==> src/sv/rtq_pkg.sv <==
`default_nettype none

package rtq_pkg;

    // Converter resolution and derived limits.
    localparam int ADC_BITS = 12;
    localparam logic [ADC_BITS-1:0] ADC_MAX = '1;

    // Widths of the pressure sum, the scaled positions, the product and the step counter.
    localparam int PRES_W = ADC_BITS + 1;
    localparam int POS_W = 13;
    localparam int PROD_W = 2 * ADC_BITS;
    localparam int CNT_W = $clog2(ADC_BITS);

    // Position code used when no coordinate is known (-1).
    localparam logic signed [POS_W-1:0] NONE_POS = '1;

    // Configuration register indexes.
    localparam logic [2:0] REG_ARMED = 3'd0;
    localparam logic [2:0] REG_IRQ_USED = 3'd1;
    localparam logic [2:0] REG_THRESHOLD = 3'd2;
    localparam logic [2:0] REG_CAL_MIN = 3'd3;
    localparam logic [2:0] REG_CAL_MAX = 3'd4;
    localparam logic [2:0] REG_OUT_MAX = 3'd5;

    // Register reset values.
    localparam logic RST_ARMED = 1'b0;
    localparam logic RST_IRQ_USED = 1'b1;
    localparam logic [PRES_W-1:0] RST_THRESHOLD = 13'd400;
    localparam logic [ADC_BITS-1:0] RST_CAL_MIN = 12'd300;
    localparam logic [ADC_BITS-1:0] RST_CAL_MAX = 12'd3800;
    localparam logic [ADC_BITS-1:0] RST_OUT_MAX = 12'd239;

    // Input item opcodes.
    localparam logic OP_SAMPLE = 1'b0;
    localparam logic OP_CONSUME = 1'b1;

    // Sequencer states, one-hot.
    typedef enum logic [3:0] {
        S_IDLE = 4'b0001,
        S_MUL  = 4'b0010,
        S_DIV  = 4'b0100,
        S_DONE = 4'b1000
    } t_state;

endpackage

`default_nettype wire

==> src/sv/rtq_in_if.sv <==
`default_nettype none

interface rtq_in_if;
    logic valid;
    logic ready;
    logic opcode;
    logic irq_released;
    logic [rtq_pkg::ADC_BITS-1:0] z1_raw;
    logic [rtq_pkg::ADC_BITS-1:0] z2_raw;
    logic [rtq_pkg::ADC_BITS-1:0] x_raw;
    logic [rtq_pkg::ADC_BITS-1:0] y_raw;

    modport source (
        output valid, opcode, irq_released, z1_raw, z2_raw, x_raw, y_raw,
        input ready
    );
    modport sink (
        input valid, opcode, irq_released, z1_raw, z2_raw, x_raw, y_raw,
        output ready
    );
endinterface

`default_nettype wire

==> src/sv/rtq_out_if.sv <==
`default_nettype none

interface rtq_out_if;
    logic valid;
    logic ready;
    logic flag;
    logic signed [rtq_pkg::POS_W-1:0] x_pos;
    logic signed [rtq_pkg::POS_W-1:0] y_pos;

    modport source (
        output valid, flag, x_pos, y_pos,
        input ready
    );
    modport sink (
        input valid, flag, x_pos, y_pos,
        output ready
    );
endinterface

`default_nettype wire

==> src/sv/resistive_touch_qualifier.sv <==
// Resistive touch-panel qualifier.
// Input channel i_in carries one item per handshake: a touch sample (Z1, Z2,
// X, Y conversions and the pen-interrupt level) or a request to consume the
// latched tap. Every item yields exactly one result item on o_out: the
// pressed/tap flag and the scaled X and Y positions (-1 when none known).
// Registers are to be written through the APB port only while the block is
// idle; the block itself does not enforce this. Consume requests, release
// samples and samples taken while not armed go from idle straight to the
// done state and then into the output register. A pressed sample runs one
// multiply state and twelve restoring-division steps for X, the same for Y,
// all on one shared multiplier and divider, then the done state and the
// output register. i_in is ready only while the sequencer is idle, so a new
// item waits until the last result has moved into the output register.
// The result waits in the output register while the receiver stalls; the
// next item is still accepted and finishes up to the output stage.
// A synchronous low reset clears the sequencer, empties the output register,
// forgets any touch and loads the register defaults (block not armed).
`default_nettype none

module resistive_touch_qualifier (
    input  wire logic        i_clk,
    input  wire logic        i_rst_n,
    rtq_in_if.sink           i_in,
    rtq_out_if.source        o_out,
    input  wire logic        psel,
    input  wire logic        penable,
    input  wire logic        pwrite,
    input  wire logic [4:0]  paddr,
    input  wire logic [31:0] pwdata,
    output logic      [31:0] prdata,
    output logic             pready
);

    localparam int AW = rtq_pkg::ADC_BITS;
    localparam int PW = rtq_pkg::POS_W;

    // Configuration registers.
    logic            r_armed;
    logic            r_irq_used;
    logic [AW:0]     r_threshold;
    logic [AW-1:0]   r_cal_min;
    logic [AW-1:0]   r_cal_max;
    logic [AW-1:0]   r_out_max;

    // Touch state.
    logic                 r_pressed, n_pressed;
    logic                 r_tap, n_tap;
    logic signed [PW-1:0] r_last_x, n_last_x;
    logic signed [PW-1:0] r_last_y, n_last_y;

    // Sequencer and datapath registers.
    rtq_pkg::t_state         r_state, n_state;
    logic                    r_sel_y, n_sel_y;
    logic [rtq_pkg::CNT_W-1:0] r_cnt, n_cnt;
    logic [AW-1:0]           r_x_raw, n_x_raw;
    logic [AW-1:0]           r_y_raw, n_y_raw;
    logic [AW-1:0]           r_rem, n_rem;
    logic [AW-1:0]           r_shift, n_shift;
    logic [AW-1:0]           r_den, n_den;
    logic                    r_res_flag, n_res_flag;
    logic signed [PW-1:0]    r_res_x, n_res_x;
    logic signed [PW-1:0]    r_res_y, n_res_y;

    // Output register.
    logic                    r_out_valid, n_out_valid;
    logic                    r_out_flag;
    logic signed [PW-1:0]    r_out_x;
    logic signed [PW-1:0]    r_out_y;

    // Datapath signals.
    logic                    cfg_wr;
    logic                    in_acc;
    logic                    out_free;
    logic [AW:0]             pressure;
    logic                    released;
    logic                    win_empty;
    logic [AW-1:0]           raw_sel;
    logic [AW-1:0]           raw_clamp;
    logic [AW-1:0]           diff;
    logic [rtq_pkg::PROD_W-1:0] product;
    logic [AW:0]             rem_try;
    logic                    q_bit;
    logic [AW-1:0]           quot;
    logic [AW-1:0]           coord;

    // APB access: writes complete in the access phase, reads are mux-based.
    assign pready = 1'b1;
    assign cfg_wr = psel & penable & pwrite & pready;

    always_comb begin
        prdata = '0;
        case (paddr[4:2])
            rtq_pkg::REG_ARMED:     prdata = {31'd0, r_armed};
            rtq_pkg::REG_IRQ_USED:  prdata = {31'd0, r_irq_used};
            rtq_pkg::REG_THRESHOLD: prdata = 32'(r_threshold);
            rtq_pkg::REG_CAL_MIN:   prdata = 32'(r_cal_min);
            rtq_pkg::REG_CAL_MAX:   prdata = 32'(r_cal_max);
            rtq_pkg::REG_OUT_MAX:   prdata = 32'(r_out_max);
            default:                prdata = '0;
        endcase
    end

    always_ff @(posedge i_clk) begin
        if (!i_rst_n) begin
            r_armed     <= rtq_pkg::RST_ARMED;
            r_irq_used  <= rtq_pkg::RST_IRQ_USED;
            r_threshold <= rtq_pkg::RST_THRESHOLD;
            r_cal_min   <= rtq_pkg::RST_CAL_MIN;
            r_cal_max   <= rtq_pkg::RST_CAL_MAX;
            r_out_max   <= rtq_pkg::RST_OUT_MAX;
        end else if (cfg_wr) begin
            case (paddr[4:2])
                rtq_pkg::REG_ARMED:     r_armed <= pwdata[0];
                rtq_pkg::REG_IRQ_USED:  r_irq_used <= pwdata[0];
                rtq_pkg::REG_THRESHOLD: r_threshold <= pwdata[AW:0];
                rtq_pkg::REG_CAL_MIN:   r_cal_min <= pwdata[AW-1:0];
                rtq_pkg::REG_CAL_MAX:   r_cal_max <= pwdata[AW-1:0];
                rtq_pkg::REG_OUT_MAX:   r_out_max <= pwdata[AW-1:0];
                default: ;
            endcase
        end
    end

    // Handshakes.
    assign i_in.ready = (r_state == rtq_pkg::S_IDLE);
    assign in_acc = i_in.valid & i_in.ready;
    assign out_free = ~r_out_valid | o_out.ready;

    // Pressure check: z1 + full scale - z2 never goes negative.
    assign pressure = {1'b0, i_in.z1_raw} + {1'b0, rtq_pkg::ADC_MAX} - {1'b0, i_in.z2_raw};
    assign released = (r_irq_used & i_in.irq_released) | (pressure < r_threshold);

    // Clamp to the calibration window and multiply by the output range.
    assign win_empty = (r_cal_max <= r_cal_min);
    assign raw_sel = r_sel_y ? r_y_raw : r_x_raw;

    always_comb begin
        raw_clamp = raw_sel;
        if (raw_sel < r_cal_min) begin
            raw_clamp = r_cal_min;
        end
        if (raw_sel > r_cal_max) begin
            raw_clamp = r_cal_max;
        end
    end

    assign diff = raw_clamp - r_cal_min;
    assign product = diff * r_out_max;

    // One restoring-division step; the quotient shifts in behind the dividend.
    assign rem_try = {r_rem, r_shift[AW-1]};
    assign q_bit = (rem_try >= {1'b0, r_den});
    assign quot = {r_shift[AW-2:0], q_bit};

    always_comb begin
        coord = quot;
        if (win_empty) begin
            coord = '0;
        end else if (quot > r_out_max) begin
            coord = r_out_max;
        end
    end

    // Sequencer.
    always_comb begin
        n_state     = r_state;
        n_pressed   = r_pressed;
        n_tap       = r_tap;
        n_last_x    = r_last_x;
        n_last_y    = r_last_y;
        n_sel_y     = r_sel_y;
        n_cnt       = r_cnt;
        n_x_raw     = r_x_raw;
        n_y_raw     = r_y_raw;
        n_rem       = r_rem;
        n_shift     = r_shift;
        n_den       = r_den;
        n_res_flag  = r_res_flag;
        n_res_x     = r_res_x;
        n_res_y     = r_res_y;
        n_out_valid = r_out_valid & ~o_out.ready;

        case (r_state)
            rtq_pkg::S_IDLE: begin
                if (in_acc) begin
                    n_x_raw = i_in.x_raw;
                    n_y_raw = i_in.y_raw;
                    n_state = rtq_pkg::S_DONE;
                    if (i_in.opcode == rtq_pkg::OP_CONSUME) begin
                        n_res_flag = r_tap;
                        n_res_x    = r_last_x;
                        n_res_y    = r_last_y;
                        n_tap      = 1'b0;
                    end else if (!r_armed) begin
                        n_res_flag = 1'b0;
                        n_res_x    = rtq_pkg::NONE_POS;
                        n_res_y    = rtq_pkg::NONE_POS;
                    end else if (released) begin
                        if (r_pressed) begin
                            n_tap     = 1'b1;
                            n_pressed = 1'b0;
                        end
                        n_res_flag = 1'b0;
                        n_res_x    = r_last_x;
                        n_res_y    = r_last_y;
                    end else begin
                        n_sel_y = 1'b0;
                        n_state = rtq_pkg::S_MUL;
                    end
                end
            end
            rtq_pkg::S_MUL: begin
                n_rem   = product[rtq_pkg::PROD_W-1:AW];
                n_shift = product[AW-1:0];
                n_den   = r_cal_max - r_cal_min;
                n_cnt   = '0;
                n_state = rtq_pkg::S_DIV;
            end
            rtq_pkg::S_DIV: begin
                n_rem   = q_bit ? AW'(rem_try - {1'b0, r_den}) : rem_try[AW-1:0];
                n_shift = quot;
                n_cnt   = r_cnt + 1'b1;
                if (r_cnt == rtq_pkg::CNT_W'(AW - 1)) begin
                    if (!r_sel_y) begin
                        n_last_x = PW'(coord);
                        n_sel_y  = 1'b1;
                        n_state  = rtq_pkg::S_MUL;
                    end else begin
                        n_last_y   = PW'(coord);
                        n_pressed  = 1'b1;
                        n_res_flag = 1'b1;
                        n_res_x    = r_last_x;
                        n_res_y    = PW'(coord);
                        n_state    = rtq_pkg::S_DONE;
                    end
                end
            end
            rtq_pkg::S_DONE: begin
                if (out_free) begin
                    n_out_valid = 1'b1;
                    n_state     = rtq_pkg::S_IDLE;
                end
            end
            default: begin
                n_state = rtq_pkg::S_IDLE;
            end
        endcase
    end

    // Control state.
    always_ff @(posedge i_clk) begin
        if (!i_rst_n) begin
            r_state     <= rtq_pkg::S_IDLE;
            r_pressed   <= 1'b0;
            r_tap       <= 1'b0;
            r_last_x    <= rtq_pkg::NONE_POS;
            r_last_y    <= rtq_pkg::NONE_POS;
            r_out_valid <= 1'b0;
            r_sel_y     <= 1'b0;
            r_cnt       <= '0;
        end else begin
            r_state     <= n_state;
            r_pressed   <= n_pressed;
            r_tap       <= n_tap;
            r_last_x    <= n_last_x;
            r_last_y    <= n_last_y;
            r_out_valid <= n_out_valid;
            r_sel_y     <= n_sel_y;
            r_cnt       <= n_cnt;
        end
    end

    // Datapath and payload registers.
    always_ff @(posedge i_clk) begin
        r_x_raw    <= n_x_raw;
        r_y_raw    <= n_y_raw;
        r_rem      <= n_rem;
        r_shift    <= n_shift;
        r_den      <= n_den;
        r_res_flag <= n_res_flag;
        r_res_x    <= n_res_x;
        r_res_y    <= n_res_y;
        if (r_state == rtq_pkg::S_DONE && out_free) begin
            r_out_flag <= r_res_flag;
            r_out_x    <= r_res_x;
            r_out_y    <= r_res_y;
        end
    end

    // Result channel.
    assign o_out.valid = r_out_valid;
    assign o_out.flag  = r_out_flag;
    assign o_out.x_pos = r_out_x;
    assign o_out.y_pos = r_out_y;

endmodule

`default_nettype wire

==> src/flat_wrapper.sv <==
// flat-port wrapper written by rule: the top's interface ports become plain ports
module resistive_touch_qualifier_flat 
  (i_clk, i_rst_n, psel, penable, pwrite, paddr, pwdata, prdata, pready, i_in_valid, i_in_opcode, i_in_irq_released, i_in_z1_raw, i_in_z2_raw, i_in_x_raw, i_in_y_raw, i_in_ready, o_out_valid, o_out_flag, o_out_x_pos, o_out_y_pos, o_out_ready);
  rtq_in_if i_in_i ();
  rtq_out_if o_out_i ();
  input  wire logic i_clk;
  input  wire logic i_rst_n;
  input  wire logic psel;
  input  wire logic penable;
  input  wire logic pwrite;
  input  wire logic [4:0] paddr;
  input  wire logic [31:0] pwdata;
  output logic      [31:0] prdata;
  output logic pready;
  input wire logic [$bits(i_in_i.valid)-1:0] i_in_valid;
  input wire logic [$bits(i_in_i.opcode)-1:0] i_in_opcode;
  input wire logic [$bits(i_in_i.irq_released)-1:0] i_in_irq_released;
  input wire logic [$bits(i_in_i.z1_raw)-1:0] i_in_z1_raw;
  input wire logic [$bits(i_in_i.z2_raw)-1:0] i_in_z2_raw;
  input wire logic [$bits(i_in_i.x_raw)-1:0] i_in_x_raw;
  input wire logic [$bits(i_in_i.y_raw)-1:0] i_in_y_raw;
  output wire logic [$bits(i_in_i.ready)-1:0] i_in_ready;
  output wire logic [$bits(o_out_i.valid)-1:0] o_out_valid;
  output wire logic [$bits(o_out_i.flag)-1:0] o_out_flag;
  output wire logic [$bits(o_out_i.x_pos)-1:0] o_out_x_pos;
  output wire logic [$bits(o_out_i.y_pos)-1:0] o_out_y_pos;
  input wire logic [$bits(o_out_i.ready)-1:0] o_out_ready;
  assign i_in_i.valid = i_in_valid;
  assign i_in_i.opcode = i_in_opcode;
  assign i_in_i.irq_released = i_in_irq_released;
  assign i_in_i.z1_raw = i_in_z1_raw;
  assign i_in_i.z2_raw = i_in_z2_raw;
  assign i_in_i.x_raw = i_in_x_raw;
  assign i_in_i.y_raw = i_in_y_raw;
  assign i_in_ready = i_in_i.ready;
  assign o_out_valid = o_out_i.valid;
  assign o_out_flag = o_out_i.flag;
  assign o_out_x_pos = o_out_i.x_pos;
  assign o_out_y_pos = o_out_i.y_pos;
  assign o_out_i.ready = o_out_ready;
  resistive_touch_qualifier u_core (.i_clk(i_clk), .i_rst_n(i_rst_n), .i_in(i_in_i), .o_out(o_out_i), .psel(psel), .penable(penable), .pwrite(pwrite), .paddr(paddr), .pwdata(pwdata), .prdata(prdata), .pready(pready));
endmodule
==> config.mk <==
export PLATFORM = sky130hd
export DESIGN_NAME = resistive_touch_qualifier_flat
export DESIGN_NICKNAME = d
export VERILOG_FILES = /design/src/sv/rtq_pkg.sv /design/src/sv/rtq_in_if.sv /design/src/sv/rtq_out_if.sv /design/src/sv/resistive_touch_qualifier.sv /design/src/flat_wrapper.sv
export SDC_FILE = /design/constraint.sdc
export NUM_CORES = 1
export LEC_CHECK = 0
export BUFFER_PORTS_ARGS = -buffer_cell sky130_fd_sc_hd__buf_2
export CORE_MARGIN = 5
export CORE_UTILIZATION = 53
export DETAILED_ROUTE_END_ITERATION = 8
export PLACE_DENSITY = 0.75
export SYNTH_ARGS = -nofsm -noshare
export SYNTH_HDL_FRONTEND = slang
export SYNTH_SLANG_ARGS = --single-unit
==> constraint.sdc <==
create_clock -name i_clk -period 8.9 [get_ports i_clk]
set_clock_uncertainty 0.05 [all_clocks]
set_input_delay 0.445 -clock i_clk [delete_from_list [all_inputs] [get_ports i_clk]]
set_output_delay 0.445 -clock i_clk [all_outputs]
set_load 0.05 [all_outputs]
==> impl_metrics.ini <==
[layout]
final_nets = 2240
layout_commonest_cell = nand2_1
final_cell_mix = 252 x nand2_1, 203 x inv_1, 140 x ha_1
drive_gt1_frac = 0.178
diodes = 0
syn_to_final_growth_pct = 15.4
final_util = 0.615

[synthesis]
synth_top_area_frac = 0.211
synth_edf_count = 114
syn-cell-area_mm2 = 0.0162
postSynth.asyncResetShare = 0
yosysSeqAreaShare = 0.321
yosys_most_used_dff = edfxtp_1
synth_top_cells_by_area = edfxtp_1 21%, fa_1 13%, ha_1 12%
yosysWarnings = 0
synth_cells = 1734
yosysTopAreaCell = edfxtp_1
syn_area_per_cell_um2 = 9.35
yosysUniqueCellTypes = 75
yosys_register_bits = 203

[global_route]
grt_pass1_wl_um = 66800
grt_use_met3 = 0.0444
busiest_layer = met2
grt_start_max_net_pins = 54
grt_overflow = 0
met2_usage = 0.411
antenna_found_initial = 0
grt_pass1_vias = 13047
globalRouteMet1Util = 0.316
grt_use_total = 0.243

[clocking]
clk_latency_ns = 0.51
clock_sinks = 203
cts_tree = yes
clk_pin_slew_ns = 0.07
cts_hold_repair.buffers = 0
cts.path.max_buffers = 3
cts_buffers = 22
cts-root-buf = clkbuf_16
htreeDepth = 1

[drt]
drtIter0Drc = 1031
vias_per_cell = 5.68
wl_per_cell_um = 18.4
drt_pass1_iterations = 5
drc = 0
route.vias.total = 13057
ant_nets = 0
routed_wl_um = 42300

[critical_path]
worstSetupEndpointType = register
critical_path_peak_fanout = 6
cpPeakStageDelay_ns = 0.55
timing.rr.end = u_core.r_rem[11]$_DFFE_PP_
cpMaxStageDelayCell = fa_1
crit_required_ns = 9.12
worstReg2RegStart = u_core.r_sel_y$_SDFFE_PN0P_
crit_type = register to register
r2r_cells = 39
regToRegSetupSlack_ns = 0.02
cp-start-kind = register
crit_top_cell = fa_1
cp_data_arrival_time_ns = 9.10

[floorplanning]
placementRows = 64
pin_count = 156
fp.dieW_um = 185
initial_core_util = 0.533
die_y_um = 185
design.die.area_mm2 = 0.0342
core_mm2 = 0.0304

[sta]
rsz0062_at_grt = yes
post-route-period-util = 0.998
finalSetupViolations = 0
slew_viol_final = 0
tightest_slew_ns = 1.25
final.min_clock_period_ns = 8.88
fmax_mhz = 113
max_slew_margin = 0.164
final-hold-violation-count = 0

[placed_design]
io_buffers = 114
place_congestion = 0.937
place_hpwl_um = 32100

[job]
cap_violations = 0

[hold_path]
min_to = u_core.r_y_raw[11]$_DFFE_PP_
hp-start = i_in_y_raw[11]
min_path_type = input pin to register
holdPathStages = 1

[outcome]
outcome = complete, no violations
state kept, by name, summed over array words and instances (netlist names), 13 cells and up:
name / cells
u_core.o_out.x_pos: 13
u_core.r_last_x: 13
u_core.r_last_y: 13
u_core.o_out.y_pos: 13
u_core.r_res_x: 13
u_core.r_res_y: 13
u_core.r_threshold: 13
timing repair:
action	CTS	global route
setup endpoints to repair	8	11
buffers inserted	2	18
gates resized for setup	18	80
pin swaps	7	54
cells in the mapped netlist (all sizes together), types with 17 or more instances:
cell type / count
xnor2: 29
mux2: 27
dfxtp: 89
nand2b: 28
fa: 104
a21o: 27
buf: 30
edfxtp: 114
inv: 215
a21oi: 96
o211ai: 56
nor3: 18
and2: 58
o21ai: 69
mux2i: 39
nor2b: 17
ha: 157
nand2: 255
nor2: 69
xor2: 22
nand3: 19
clkbuf: 60
per-stage QoR:
stage | std cells | setup TNS (ns) | worst slack, ns | hold WS (ns) | cell area, um^2
5_1_grt | 2297 | -1.43 | -0.405 | 0.0455 | 18700
6_report | 2297 | 0 | 0.0155 | 0.0517 | 18700
2_1_floorplan | 1752 | 0 | 0.0323 | 0.350 | 16300
4_1_cts | 2280 | 0 | 0.0255 | 0.0462 | 18200
3_3_place_gp | 2238 | 0 | 0.00454 | 0.353 | 17500
3_5_place_dp | 2238 | -0.873 | -0.287 | 0.355 | 17500
metal layers:
metal,wire (um),share of wire
met3,3350,0.079
met1,17000,0.40
met5,0,0
met4,1870,0.044
met2,20100,0.48
final cells by class:
type	instances	area, um^2
clock buffer	31	594
timing repair buffer	199	1260
sequential	203	5210
clock inverter	9	61.3
inverter	215	807
multi-input combinational	1244	10300
fill	2456	11700
tap	396	495
kinds of logic (layout without fill, tap and decap cells):
logic type,count (synthesis),after routing,synth area share
simple gates,511,511,0.147
flops,203,203,0.321
other cells,2,20,0.000463
compound gates,335,335,0.134
mux,66,66,0.0435
buf+inv,305,454,0.0768
xor+xnor,51,51,0.0280
fa+ha+maj,261,261,0.250
worst max-delay path by stage:
stage	startpoint	endpoint	slack (ns)	cells past startpoint
after CTS	u_core.r_sel_y$_SDFFE_PN0P_	u_core.r_rem[9]$_DFFE_PP_	0.03	36
after global placement	u_core.r_sel_y$_SDFFE_PN0P_	u_core.r_rem[11]$_DFFE_PP_	0.005	35
after global routing	u_core.r_sel_y$_SDFFE_PN0P_	u_core.r_rem[11]$_DFFE_PP_	-0.41	39
after detailed placement	u_core.r_sel_y$_SDFFE_PN0P_	u_core.r_rem[11]$_DFFE_PP_	-0.29	36
final	u_core.r_sel_y$_SDFFE_PN0P_	u_core.r_rem[11]$_DFFE_PP_	0.02	39
after floorplan	u_core.r_sel_y$_SDFFE_PN0P_	u_core.r_rem[11]$_DFFE_PP_	0.03	38
worst max-delay path, delay by kind of cell (launching register included):
kind,cells,cell delay [ns]
compound gates,12,2.20
xor+xnor,1,0.10
fa+ha+maj,9,3.53
buf+inv,8,0.84
flops,1,0.39
mux,2,0.55
simple gates,7,0.95
Power is left out: the tool's default activity adds up to more than one toggle a clock period on the data nets, which glitch-free logic cannot reach.
